<file path="config.mk">
export PLATFORM = sky130hd
export DESIGN_NAME = button_debounce_press_classifier_top_flat
export DESIGN_NICKNAME = d
export VERILOG_FILES = /design/src/rtl/core/bdpc_pkg.sv /design/src/rtl/core/bdpc_if.sv /design/src/rtl/core/button_debounce_press_classifier_top.sv /design/src/rtl/core/bdpc_integrator.sv /design/src/rtl/core/bdpc_classifier.sv /design/src/flat_wrapper.sv
export SDC_FILE = /design/constraint.sdc
export NUM_CORES = 1
export LEC_CHECK = 0
export ABC_AREA = 1
export ABC_CLOCK_PERIOD_IN_PS = 8000
export BUFFER_PORTS_ARGS = -buffer_cell sky130_fd_sc_hd__buf_4
export CAP_MARGIN = 20
export CORE_ASPECT_RATIO = 0.5
export CORE_MARGIN = 2
export CORE_UTILIZATION = 45
export CTS_BUF_LIST = sky130_fd_sc_hd__clkbuf_2
export CTS_CLUSTER_SIZE = 20
export DETAILED_ROUTE_END_ITERATION = 10
export REMOVE_ABC_BUFFERS = 1
export SYNTH_ARGS = -nofsm -noshare
export SYNTH_HDL_FRONTEND = slang
export SYNTH_SLANG_ARGS = --single-unit
</file>
<file path="constraint.sdc">
create_clock -name clock -period 8 [get_ports clock]
set_clock_uncertainty 0.1 [all_clocks]
set_input_delay 2 -clock clock [delete_from_list [all_inputs] [get_ports clock]]
set_output_delay 2 -clock clock [all_outputs]
set_load 0.03 [all_outputs]
</file>
<file path="src/rtl/core/bdpc_pkg.sv">
`timescale 1ns / 1ps
// ----------------------------------------------------------------------------
// bdpc_pkg
// Shared types and constants for the button debounce and press classifier.
// ----------------------------------------------------------------------------
package bdpc_pkg;

   localparam int TIME_BITS_DEFAULT = 32;
   localparam int NOW_BITS          = 32;
   localparam int LIMIT_BITS        = 8;
   localparam int DELAY_BITS        = 16;
   localparam int CSR_INDEX_BITS    = 2;
   localparam int CSR_DATA_BITS     = 16;

   localparam logic [LIMIT_BITS-1:0] LIMIT_RESET = 8'd5;
   localparam logic [DELAY_BITS-1:0] DELAY_RESET = 16'd1000;

   typedef enum logic [1:0] {
      EV_NONE    = 2'd0,
      EV_PRESS   = 2'd1,
      EV_RELEASE = 2'd2,
      EV_LONG    = 2'd3
   } event_type;

   typedef enum logic [CSR_INDEX_BITS-1:0] {
      CSR_INTEGRATOR_LIMIT = 2'd0,
      CSR_LONG_PRESS_MS    = 2'd1,
      CSR_USE_INTEGRATOR   = 2'd2,
      CSR_UNUSED           = 2'd3
   } csr_index_type;

   typedef struct packed {
      logic [LIMIT_BITS-1:0] integrator_limit;
      logic [DELAY_BITS-1:0] long_press_ms;
      logic                  use_integrator;
   } cfg_type;

endpackage

</file>
<file path="src/rtl/core/bdpc_if.sv">
`timescale 1ns / 1ps
// ----------------------------------------------------------------------------
// bdpc_if
// Valid/ready channels: button samples, classifier results and CSR writes.
// ----------------------------------------------------------------------------
interface bdpc_req_if;
   logic        valid;
   logic        ready;
   logic        raw_level;
   logic [31:0] now_ms;
   modport source (output valid, output raw_level, output now_ms, input ready);
   modport sink   (input valid, input raw_level, input now_ms, output ready);
endinterface

interface bdpc_rsp_if;
   logic       valid;
   logic       ready;
   logic [1:0] event_code;
   logic       clean_level;
   modport source (output valid, output event_code, output clean_level, input ready);
   modport sink   (input valid, input event_code, input clean_level, output ready);
endinterface

interface bdpc_csr_if;
   logic        valid;
   logic        ready;
   logic [1:0]  index;
   logic [15:0] data;
   modport source (output valid, output index, output data, input ready);
   modport sink   (input valid, input index, input data, output ready);
endinterface

</file>
<file path="src/rtl/core/button_debounce_press_classifier_top.sv">
`timescale 1ns / 1ps
// ----------------------------------------------------------------------------
// button_debounce_press_classifier_top
// The result of a sample transfer is registered straight into the output register.
// Throughput: one sample per cycle; the output register is refilled in the
// cycle it is taken, so rsp stalls hold back req only while a result waits.
// Reset: synchronous, active high; the CSR registers return to their documented
// defaults and classifier state returns to released, not held.
// ----------------------------------------------------------------------------
module button_debounce_press_classifier_top
   import bdpc_pkg::*;
#(
   parameter int TIME_BITS = TIME_BITS_DEFAULT
) (
   input  logic       clock,
   input  logic       reset,
   bdpc_req_if.sink   req_if,
   bdpc_rsp_if.source rsp_if,
   bdpc_csr_if.sink   csr_if
);

   cfg_type              cfg_ff;
   logic                 rsp_valid_ff;
   event_type            event_ff;
   logic                 level_ff;
   logic                 step;
   logic                 debounced;
   logic                 level;
   event_type            event_code;
   logic [TIME_BITS+NOW_BITS-1:0] now_wide;
   logic [TIME_BITS-1:0] now_t;

   assign csr_if.ready = 1'b1;

   always_ff @(posedge clock) begin
      if (reset) begin
         cfg_ff.integrator_limit <= LIMIT_RESET;
         cfg_ff.long_press_ms    <= DELAY_RESET;
         cfg_ff.use_integrator   <= 1'b1;
      end else if (csr_if.valid) begin
         unique case (csr_index_type'(csr_if.index))
            CSR_INTEGRATOR_LIMIT: cfg_ff.integrator_limit <= csr_if.data[LIMIT_BITS-1:0];
            CSR_LONG_PRESS_MS:    cfg_ff.long_press_ms    <= csr_if.data;
            CSR_USE_INTEGRATOR:   cfg_ff.use_integrator   <= csr_if.data[0];
            default: ;
         endcase
      end
   end

   assign req_if.ready = !rsp_valid_ff || rsp_if.ready;
   assign step         = req_if.valid && req_if.ready;

   // zero-extend or truncate the timestamp to the time width
   assign now_wide = {{TIME_BITS{1'b0}}, req_if.now_ms};
   assign now_t    = now_wide[TIME_BITS-1:0];

   bdpc_integrator u_integrator (
      .clock            (clock),
      .reset            (reset),
      .step             (step),
      .raw_level        (req_if.raw_level),
      .integrator_limit (cfg_ff.integrator_limit),
      .debounced_in     (debounced)
   );

   assign level = cfg_ff.use_integrator ? debounced : req_if.raw_level;

   bdpc_classifier #(
      .TIME_BITS (TIME_BITS)
   ) u_classifier (
      .clock         (clock),
      .reset         (reset),
      .step          (step),
      .level         (level),
      .now_t         (now_t),
      .long_press_ms (cfg_ff.long_press_ms),
      .event_code    (event_code)
   );

   always_ff @(posedge clock) begin
      if (reset) begin
         rsp_valid_ff <= 1'b0;
      end else if (step) begin
         rsp_valid_ff <= 1'b1;
      end else if (rsp_if.ready) begin
         rsp_valid_ff <= 1'b0;
      end
   end

   always_ff @(posedge clock) begin
      if (step) begin
         event_ff <= event_code;
         level_ff <= level;
      end
   end

   assign rsp_if.valid       = rsp_valid_ff;
   assign rsp_if.event_code  = event_ff;
   assign rsp_if.clean_level = level_ff;

endmodule

</file>
<file path="src/rtl/core/bdpc_integrator.sv">
`timescale 1ns / 1ps
// ----------------------------------------------------------------------------
// bdpc_integrator
// Saturating up/down integrator that debounces the raw pin level.
// ----------------------------------------------------------------------------
module bdpc_integrator
   import bdpc_pkg::*;
(
   input  logic                  clock,
   input  logic                  reset,
   input  logic                  step,
   input  logic                  raw_level,
   input  logic [LIMIT_BITS-1:0] integrator_limit,
   output logic                  debounced_in
);

   logic [LIMIT_BITS-1:0] count_ff, count_in;
   logic                  debounced_ff;
   logic [LIMIT_BITS-1:0] limit;
   logic [LIMIT_BITS-1:0] stepped;

   // a zero limit behaves as one
   assign limit = (integrator_limit == '0) ? LIMIT_BITS'(1) : integrator_limit;

   always_comb begin
      stepped = count_ff;
      if (!raw_level) begin
         if (count_ff != '0) stepped = count_ff - LIMIT_BITS'(1);
      end else if (count_ff < limit) begin
         stepped = count_ff + LIMIT_BITS'(1);
      end
      count_in     = stepped;
      debounced_in = debounced_ff;
      if (stepped == '0) begin
         debounced_in = 1'b0;
      end else if (stepped >= limit) begin
         // also clamps a count left above a lowered limit
         count_in     = limit;
         debounced_in = 1'b1;
      end
   end

   always_ff @(posedge clock) begin
      if (reset) begin
         count_ff     <= LIMIT_RESET;
         debounced_ff <= 1'b1;
      end else if (step) begin
         count_ff     <= count_in;
         debounced_ff <= debounced_in;
      end
   end

endmodule

</file>
<file path="src/rtl/core/bdpc_classifier.sv">
`timescale 1ns / 1ps
// ----------------------------------------------------------------------------
// bdpc_classifier
// Press, release and long-press detection on the classified level.
// ----------------------------------------------------------------------------
module bdpc_classifier
   import bdpc_pkg::*;
#(
   parameter int TIME_BITS = TIME_BITS_DEFAULT
) (
   input  logic                  clock,
   input  logic                  reset,
   input  logic                  step,
   input  logic                  level,
   input  logic [TIME_BITS-1:0]  now_t,
   input  logic [DELAY_BITS-1:0] long_press_ms,
   output event_type             event_code
);

   logic                 prev_ff;
   logic                 held_ff, held_in;
   logic                 long_ff, long_in;
   logic [TIME_BITS-1:0] press_time_ff, press_time_in;
   logic                 press, release_ev;
   logic [TIME_BITS-1:0] held_time;

   assign press      = !level && prev_ff && !held_ff;
   assign release_ev = !prev_ff && level && (held_ff || press);

   always_comb begin
      held_in       = held_ff || press;
      long_in       = long_ff;
      press_time_in = press ? now_t : press_time_ff;
      held_time     = now_t - press_time_in;
      event_code    = press ? EV_PRESS : EV_NONE;
      priority if (release_ev) begin
         if (!long_ff) event_code = EV_RELEASE;
         held_in       = 1'b0;
         long_in       = 1'b0;
         press_time_in = '0;
      end else if (held_in && !long_ff && held_time >= TIME_BITS'(long_press_ms)) begin
         // a zero delay lets this override the press report
         event_code    = EV_LONG;
         long_in       = 1'b1;
         press_time_in = '0;
      end
   end

   always_ff @(posedge clock) begin
      if (reset) begin
         prev_ff       <= 1'b1;
         held_ff       <= 1'b0;
         long_ff       <= 1'b0;
         press_time_ff <= '0;
      end else if (step) begin
         prev_ff       <= level;
         held_ff       <= held_in;
         long_ff       <= long_in;
         press_time_ff <= press_time_in;
      end
   end

endmodule

</file>
<file path="src/flat_wrapper.sv">
// flat-port wrapper written by rule: the top's interface ports become plain ports
module button_debounce_press_classifier_top_flat import bdpc_pkg::*;
#(
   parameter int TIME_BITS = TIME_BITS_DEFAULT
)
  (clock, reset, req_if_valid, req_if_raw_level, req_if_now_ms, req_if_ready, rsp_if_valid, rsp_if_event_code, rsp_if_clean_level, rsp_if_ready, csr_if_valid, csr_if_index, csr_if_data, csr_if_ready);
  bdpc_req_if req_if_i ();
  bdpc_rsp_if rsp_if_i ();
  bdpc_csr_if csr_if_i ();
  input  logic clock;
  input  logic reset;
  input wire logic [$bits(req_if_i.valid)-1:0] req_if_valid;
  input wire logic [$bits(req_if_i.raw_level)-1:0] req_if_raw_level;
  input wire logic [$bits(req_if_i.now_ms)-1:0] req_if_now_ms;
  output wire logic [$bits(req_if_i.ready)-1:0] req_if_ready;
  output wire logic [$bits(rsp_if_i.valid)-1:0] rsp_if_valid;
  output wire logic [$bits(rsp_if_i.event_code)-1:0] rsp_if_event_code;
  output wire logic [$bits(rsp_if_i.clean_level)-1:0] rsp_if_clean_level;
  input wire logic [$bits(rsp_if_i.ready)-1:0] rsp_if_ready;
  input wire logic [$bits(csr_if_i.valid)-1:0] csr_if_valid;
  input wire logic [$bits(csr_if_i.index)-1:0] csr_if_index;
  input wire logic [$bits(csr_if_i.data)-1:0] csr_if_data;
  output wire logic [$bits(csr_if_i.ready)-1:0] csr_if_ready;
  assign req_if_i.valid = req_if_valid;
  assign req_if_i.raw_level = req_if_raw_level;
  assign req_if_i.now_ms = req_if_now_ms;
  assign req_if_ready = req_if_i.ready;
  assign rsp_if_valid = rsp_if_i.valid;
  assign rsp_if_event_code = rsp_if_i.event_code;
  assign rsp_if_clean_level = rsp_if_i.clean_level;
  assign rsp_if_i.ready = rsp_if_ready;
  assign csr_if_i.valid = csr_if_valid;
  assign csr_if_i.index = csr_if_index;
  assign csr_if_i.data = csr_if_data;
  assign csr_if_ready = csr_if_i.ready;
  button_debounce_press_classifier_top #(.TIME_BITS(TIME_BITS)) u_core (.clock(clock), .reset(reset), .req_if(req_if_i), .rsp_if(rsp_if_i), .csr_if(csr_if_i));
endmodule
</file>
==> flow_summary_export.csv, run 1 <==
group,metric,value,unit
yosys,synth_seq_cells,73,
route,antenna_left,0,
route,wire_per_inst,13.41,um
global_route,grtUsageMet2,0.3648,
global_route,grt_pass1_vias,5442,
floorplanning,dieArea,14580,sq um
setup_path,crit_type,"in2reg",
route,wirelength,15470,um
cells_and_area,final_layout_size_suffix_gt1_frac,0.1636,
floorplanning,fp.dieH,86.39,um
yosys,synth_edf_count,3,
hold_path,hp-class,"reg2reg",
global_route,track_usage,0.2149,
sta,timing.final.crit_share,0.9318,
sta,fmax,134.2,MHz
place,port_buffers,60,
floorplanning,core_area,13400,sq um
yosys,syn_area,6108,sq um
setup_path,worst_setup_path_end_kind,"flip-flop",
setup_path,cp-start-kind,"primary input",
route,drt_pass1_iterations,4,
cells_and_area,diodes,0,
setup_path,arrival,7.85,ns
clock_network,cts_tree,"built",
clock_network,clk_pin_slew,0.23,ns
route,via_per_inst,5.223,
yosys,synth_cells,914,
sta,tightestPinTransition,0.9489,ns
floorplanning,initial_core_util,0.4558,
yosys,yosys.cell_types.count,49,
cells_and_area,final_cell_area,6980,sq um
place,gp_congestion,0.8967,
sta,drv_slew,0,
yosys,synth.area.top_cells,"dfxtp_1 (23%), ha_1 (13%), nand2_1 (10%)",
sta,final-hold-violation-count,0,
clock_network,cts_buffer_depth,2,
global_route,grt_max_degree,70,
global_route,grt_util_met1,0.2848,
hold_path,whs_path_depth,2,
clock_network,clock_latency,0.57,ns
global_route,grt_pass1_wl,25600,um
sta,slew_headroom,0.3667,
floorplanning,die_x,168.8,um
sta,setup_viol,0,
floorplanning,boundaryPins,62,
yosys,synth_area_leader_cell,"dfxtp_1",
clock_network,clock-sinks,73,
yosys,syn_area_per_cell,6.683,sq um
setup_path,cp_slowest_cell,"ha_1",
place,placed_cell_area,6782,sq um
pwr,p_leak,3.103,nW
route,drc,0,
yosys,synth-seq-area-share,0.2442,
pwr,ir_worst_vdd,0.00007468,V
setup_path,worstPathRequired,8.40,ns
setup_path,cp_common_cell,"nand2_1",
yosys,synth_commonest_cells,"nand2_1 (163), a21oi_1 (112), inv_1 (97), o21ai_0 (80), nor2_1 (76)",
cells_and_area,syn_to_final_growth,14.28,%
clock_network,htreeDepth,3,
setup_path,crit_fanout,20,
yosys,synth_top_cell_area_share,0.2294,
cells_and_area,final-seq-area,1493,sq um
cells_and_area,fin_util,0.5209,
setup_path,r2r_cells,50,
global_route,use_met3,0.03790,
sta,setup_tns,0,ns
global_route,grt_busiest_layer,"met2",
yosys,yosys_warnings,0,
yosys,synth_most_common_cell,"nand2_1",
cells_and_area,nFillCells,1397,
route,routed-via-count,6027,
yosys,async_reset_ff_frac,0,
floorplanning,rows,30,
global_route,antenna_found_initial,0,
sta,setup_ws,0.5460,ns
clock_network,holdBufCountCts,0,
clock_network,cts_inserted_buffers,9,
yosys,synthFlopType,"dfxtp_1",
place,dp_hpwl,11640,um
sta,rsz0062_at_grt,"no",
cells_and_area,nets,1095,
cells_and_area,multi_input_area,4101,sq um
setup_path,max_stage_delay,0.33,ns
sta,min_period,7.454,ns
run,cap_viol_max_count,0,
pwr,power_density,195.7,nW/um^2
place,post-place-ws,-0.06361,ns
route,dr.first_iter.drc_count,315,
clock_network,root_buffer,"clkbuf_2",
global_route,grt-ovfl-total,0,
status,status,"completed",
[cell families (layout without fill, tap and decap cells)]
logic type      count (synthesis)  after routing  share of synthesized area
buf+inv                       137            201                    0.09135
flops                          73             73                     0.2442
xor+xnor                       25             25                    0.03585
other cells                     1              1                  0.0006139
compound gates                238            238                     0.2153
fa+ha+maj                      66             66                     0.1364
simple gates                  374            374                     0.2763
[worst max-delay path: cells and delay by family]
kind / cells / cell delay, ns
buf+inv: 6 / 0.81
fa+ha+maj: 3 / 0.91
compound gates: 10 / 1.20
simple gates: 25 / 2.76
xor+xnor: 1 / 0.14
[flip-flops by register name, indices dropped and copies added (netlist names)]
register and cells:
u_core.u_classifier.press_time_ff 32, u_core.cfg_ff 25, u_core.u_integrator.count_ff 8, u_core.rsp_if.event_code 2, u_core.rsp_if.clean_level 1, u_core.rsp_if.valid 1
u_core.u_classifier.held_ff 1, u_core.u_classifier.long_ff 1, u_core.u_classifier.prev_ff 1, u_core.u_integrator.debounced_ff 1
[power by group]
group          total (mW)  switching, mW  internal (mW)
Combinational       0.723          0.427          0.297
Sequential          0.413         0.0183          0.395
Clock               0.230          0.156         0.0738
Total                1.37          0.601          0.766
[cell type report]
type                            instances  share of cell area
Inverter                              100             0.05431
Sequential cell                        73              0.2138
Clock inverter                          7             0.01129
Clock buffer                            9            0.006453
Multi-Input combinational cell        704              0.5876
Timing Repair Buffer                   85             0.09500
Tap cell                              176             0.03155
[per-layer routing]
metal	routed length [um]	share of wire
met1	7712	0.50
met2	7062	0.46
met3	459	0.030
met4	237	0.015
met5	0	0
[through the flow]
| step | cells | hold slack (ns) | power (mW) |
|---|---|---|---|
| after floorplan | 877 | 0.3346 | 0.9188 |
| after CTS | 1150 | 0.3785 | 1.355 |
| after detailed placement | 1134 | 0.3520 | 1.124 |
| after global placement | 1134 | 0.3490 | 1.116 |
| final | 1154 | 0.3783 | 1.366 |
| after global routing | 1154 | 0.3979 | 1.494 |
[worst paths after layout]
path,start,to,slack [ns]
min,u_core.u_classifier.press_time_ff[18],u_core.u_classifier.press_time_ff[18],0.38
max,req_if_raw_level,u_core.u_classifier.press_time_ff[12],0.55
min reg2reg,u_core.u_classifier.press_time_ff[18],u_core.u_classifier.press_time_ff[18],0.38
max reg2reg,u_core.cfg_ff[24],u_core.u_classifier.press_time_ff[12],0.74
[repair_timing]
item | 4_1_cts | 5_1_grt
setup endpoints to repair | 0 | 35
buffers inserted | 0 | 4
resized for setup | 0 | 14
[placed cells by master (no fill, tap or decap), types with 2 or more instances in the layout]
cell        netlist  routed
clkinv_4          0       2
or2_2            30      30
or2_0             4       4
a31oi_1           3       2
clkbuf_2          1       9
nor3_1           10       9
nand4_1           8       8
a21o_1            3       3
inv_2             3       3
o21ai_1           2       4
nand3_1          69      69
o21bai_1          2       2
nand2_2           2       4
nand3b_1          2       2
o211ai_1         21      21
inv_1            97      96
buf_4             1      83
xor2_1           17      17
o21ai_0          80      77
nor2_2            2       3
nand2_1         163     161
edfxtp_1          3       3
a21oi_2           1       4
ha_1             65      65
a211oi_1          2       2
a21oi_1         112     109
o21a_1            3       3
o21ai_2           3       4
xnor2_1           8       8
clkinvlp_4        0       4
buf_12            0       2
o2111ai_1         2       2
nor2_1           76      75
dfxtp_1          70      69
(Power assumes the default switching activity.)
==> run 2, diff against run 1 <==
Settings changed: CTS_BUF_LIST sky130_fd_sc_hd__clkbuf_2 to sky130_fd_sc_hd__clkbuf_16.
==> run 2 against run 1 <==
Critical endpoint is now u_core.u_classifier.press_time_ff[31]. Largest power group unchanged. First-iteration DRC count is 12% lower. Flip-flop and latch count stayed put. Via count is 0.46% higher.
==> flow_summary_export.csv, run 2 (synthesis gave the netlist of run 1 again) <==
group,metric,value,unit
route,drc,0,
setup_path,worstPathRequired,8.17,ns
floorplanning,core_area,13400,sq um
clock_network,clk_pin_slew,0.06,ns
run,cap_viol_max_count,0,
floorplanning,dieArea,14580,sq um
place,post-place-ws,-0.06361,ns
setup_path,cp_slowest_cell,"ha_1",
sta,setup_viol,0,
sta,setup_tns,0,ns
pwr,power.total,1.558,mW
clock_network,htreeDepth,3,
cells_and_area,largest-register,"u_core.u_classifier.press_time_ff",
floorplanning,fp.dieH,86.39,um
place,gp_congestion,0.8967,
clock_network,root_buffer,"clkbuf_16",
sta,fmax,133.0,MHz
cells_and_area,fin_cells,1160,
floorplanning,initial_core_util,0.4558,
cells_and_area,syn_to_final_growth,18.72,%
global_route,grt_max_degree,70,
global_route,grt_pass1_wl,25720,um
floorplanning,die_x,168.8,um
pwr,ir_worst_vdd,0.0001042,V
place,port_buffers,60,
clock_network,clock_latency,0.34,ns
setup_path,crit_fanout,10,
place,placed_cell_area,6782,sq um
sta,final-hold-violation-count,0,
route,routed-via-count,6055,
clock_network,clock-sinks,73,
route,wirelength,15830,um
clock_network,cts_tree,"built",
clock_network,cts_buffer_depth,2,
pwr,p_leak,3.214,nW
status,status,"completed",
cells_and_area,final_cell_mix,"nand2_1 (159), a21oi_1 (105), inv_1 (95), buf_4 (87), nor2_1 (73)",
route,antenna_left,0,
route,wire_per_inst,13.65,um
floorplanning,rows,30,
clock_network,holdBufCountCts,0,
setup_path,crit_type,"in2reg",
pwr,power_density,214.9,nW/um^2
sta,hold_ws,0.3605,ns
floorplanning,boundaryPins,62,
sta,min_period,7.517,ns
cells_and_area,final_layout_size_suffix_gt1_frac,0.1778,
global_route,antenna_found_initial,0,
cells_and_area,diodes,0,
place,dp_hpwl,11640,um
cells_and_area,final_common_cell,"nand2_1",
place,place_inst,1134,
sta,tightestPinTransition,0.9473,ns
global_route,track_usage,0.2166,
setup_path,max_stage_delay,0.32,ns
global_route,grt-ovfl-total,0,
global_route,grt_pass1_vias,5458,
setup_path,cp-start-kind,"primary input",
cells_and_area,nets,1101,
setup_path,arrival,7.69,ns
sta,setup_ws,0.4826,ns
sta,timing.final.crit_share,0.9397,
sta,slew_headroom,0.3677,
route,drt_pass1_iterations,4,
sta,rsz0062_at_grt,"no",
cells_and_area,final_cell_area,7252,sq um
cells_and_area,reg_top3,"u_core.u_classifier.press_time_ff x32, u_core.cfg_ff x25, u_core.u_integrator.count_ff x8",
sta,drv_slew,0,
setup_path,worst_setup_path_end_kind,"flip-flop",
cells_and_area,largest_reg_flops,32,
cells_and_area,fin_util,0.5412,
route,dr.first_iter.drc_count,278,
route,via_per_inst,5.220,
hold_path,hp-class,"reg2reg",
clock_network,cts_inserted_buffers,9,
-- run 2: changes by cell type in the layout (fill, tap and decap cells not counted), moves of 4 or more --
| cell | delta |
|---|---|
| a21oi_1 | -4 |
| clkbuf_2 | -9 |
| buf_4 | +4 |
| o21ai_1 | +7 |
| clkbuf_16 | +11 |
| o21ai_0 | -7 |
| a21oi_2 | +4 |
-- run 2: layout make-up --
class	count	area (sq um)
Sequential cell	73	1491
Timing Repair Buffer	91	729.5
Multi-Input combinational cell	704	4133
Inverter	100	379.1
Clock inverter	6	48.80
Tap cell	176	220.2
Clock buffer	10	250.2
Fill cell	1367	6148
-- run 2: layer usage --
metal  vias up  GRT usage  share of wire
met5         -          0              0
met4         0    0.06034          0.012
met3        15    0.03836          0.026
met2        78     0.3674           0.46
met1      2763     0.2864           0.50
li1       3199          -              -
-- run 2: final timing paths --
| path | endpoint | cells past startpoint | from | slack (ns) |
|---|---|---|---|---|
| max | u_core.u_classifier.press_time_ff[31] | 45 | req_if_raw_level | 0.48 |
| min | u_core.u_classifier.press_time_ff[18] | 2 | u_core.u_classifier.press_time_ff[18] | 0.36 |
| max reg2reg | u_core.u_classifier.press_time_ff[31] | 49 | u_core.u_integrator.count_ff[5] | 0.64 |
| min reg2reg | u_core.u_classifier.press_time_ff[18] | 2 | u_core.u_classifier.press_time_ff[18] | 0.36 |
-- run 2: power breakdown --
part	switching (mW)	internal, mW
registers	0.0186	0.394
clock network	0.175	0.231
logic	0.434	0.306
total	0.627	0.931
-- run 2: worst max-delay path: cells and delay by family --
kind / cells / cell delay [ns]
buffers and inverters: 6 / 0.78
XOR/XNOR: 1 / 0.14
adder cells (fa/ha/maj): 3 / 0.90
AND/OR/NAND/NOR: 25 / 2.69
AO/OA/AOI/OAI: 10 / 1.17
-- run 2: timing repair --
item | in CTS | in global routing
setup buffers | 0 | 9
endpoints found under the setup margin | 0 | 35
gates resized for setup | 0 | 32
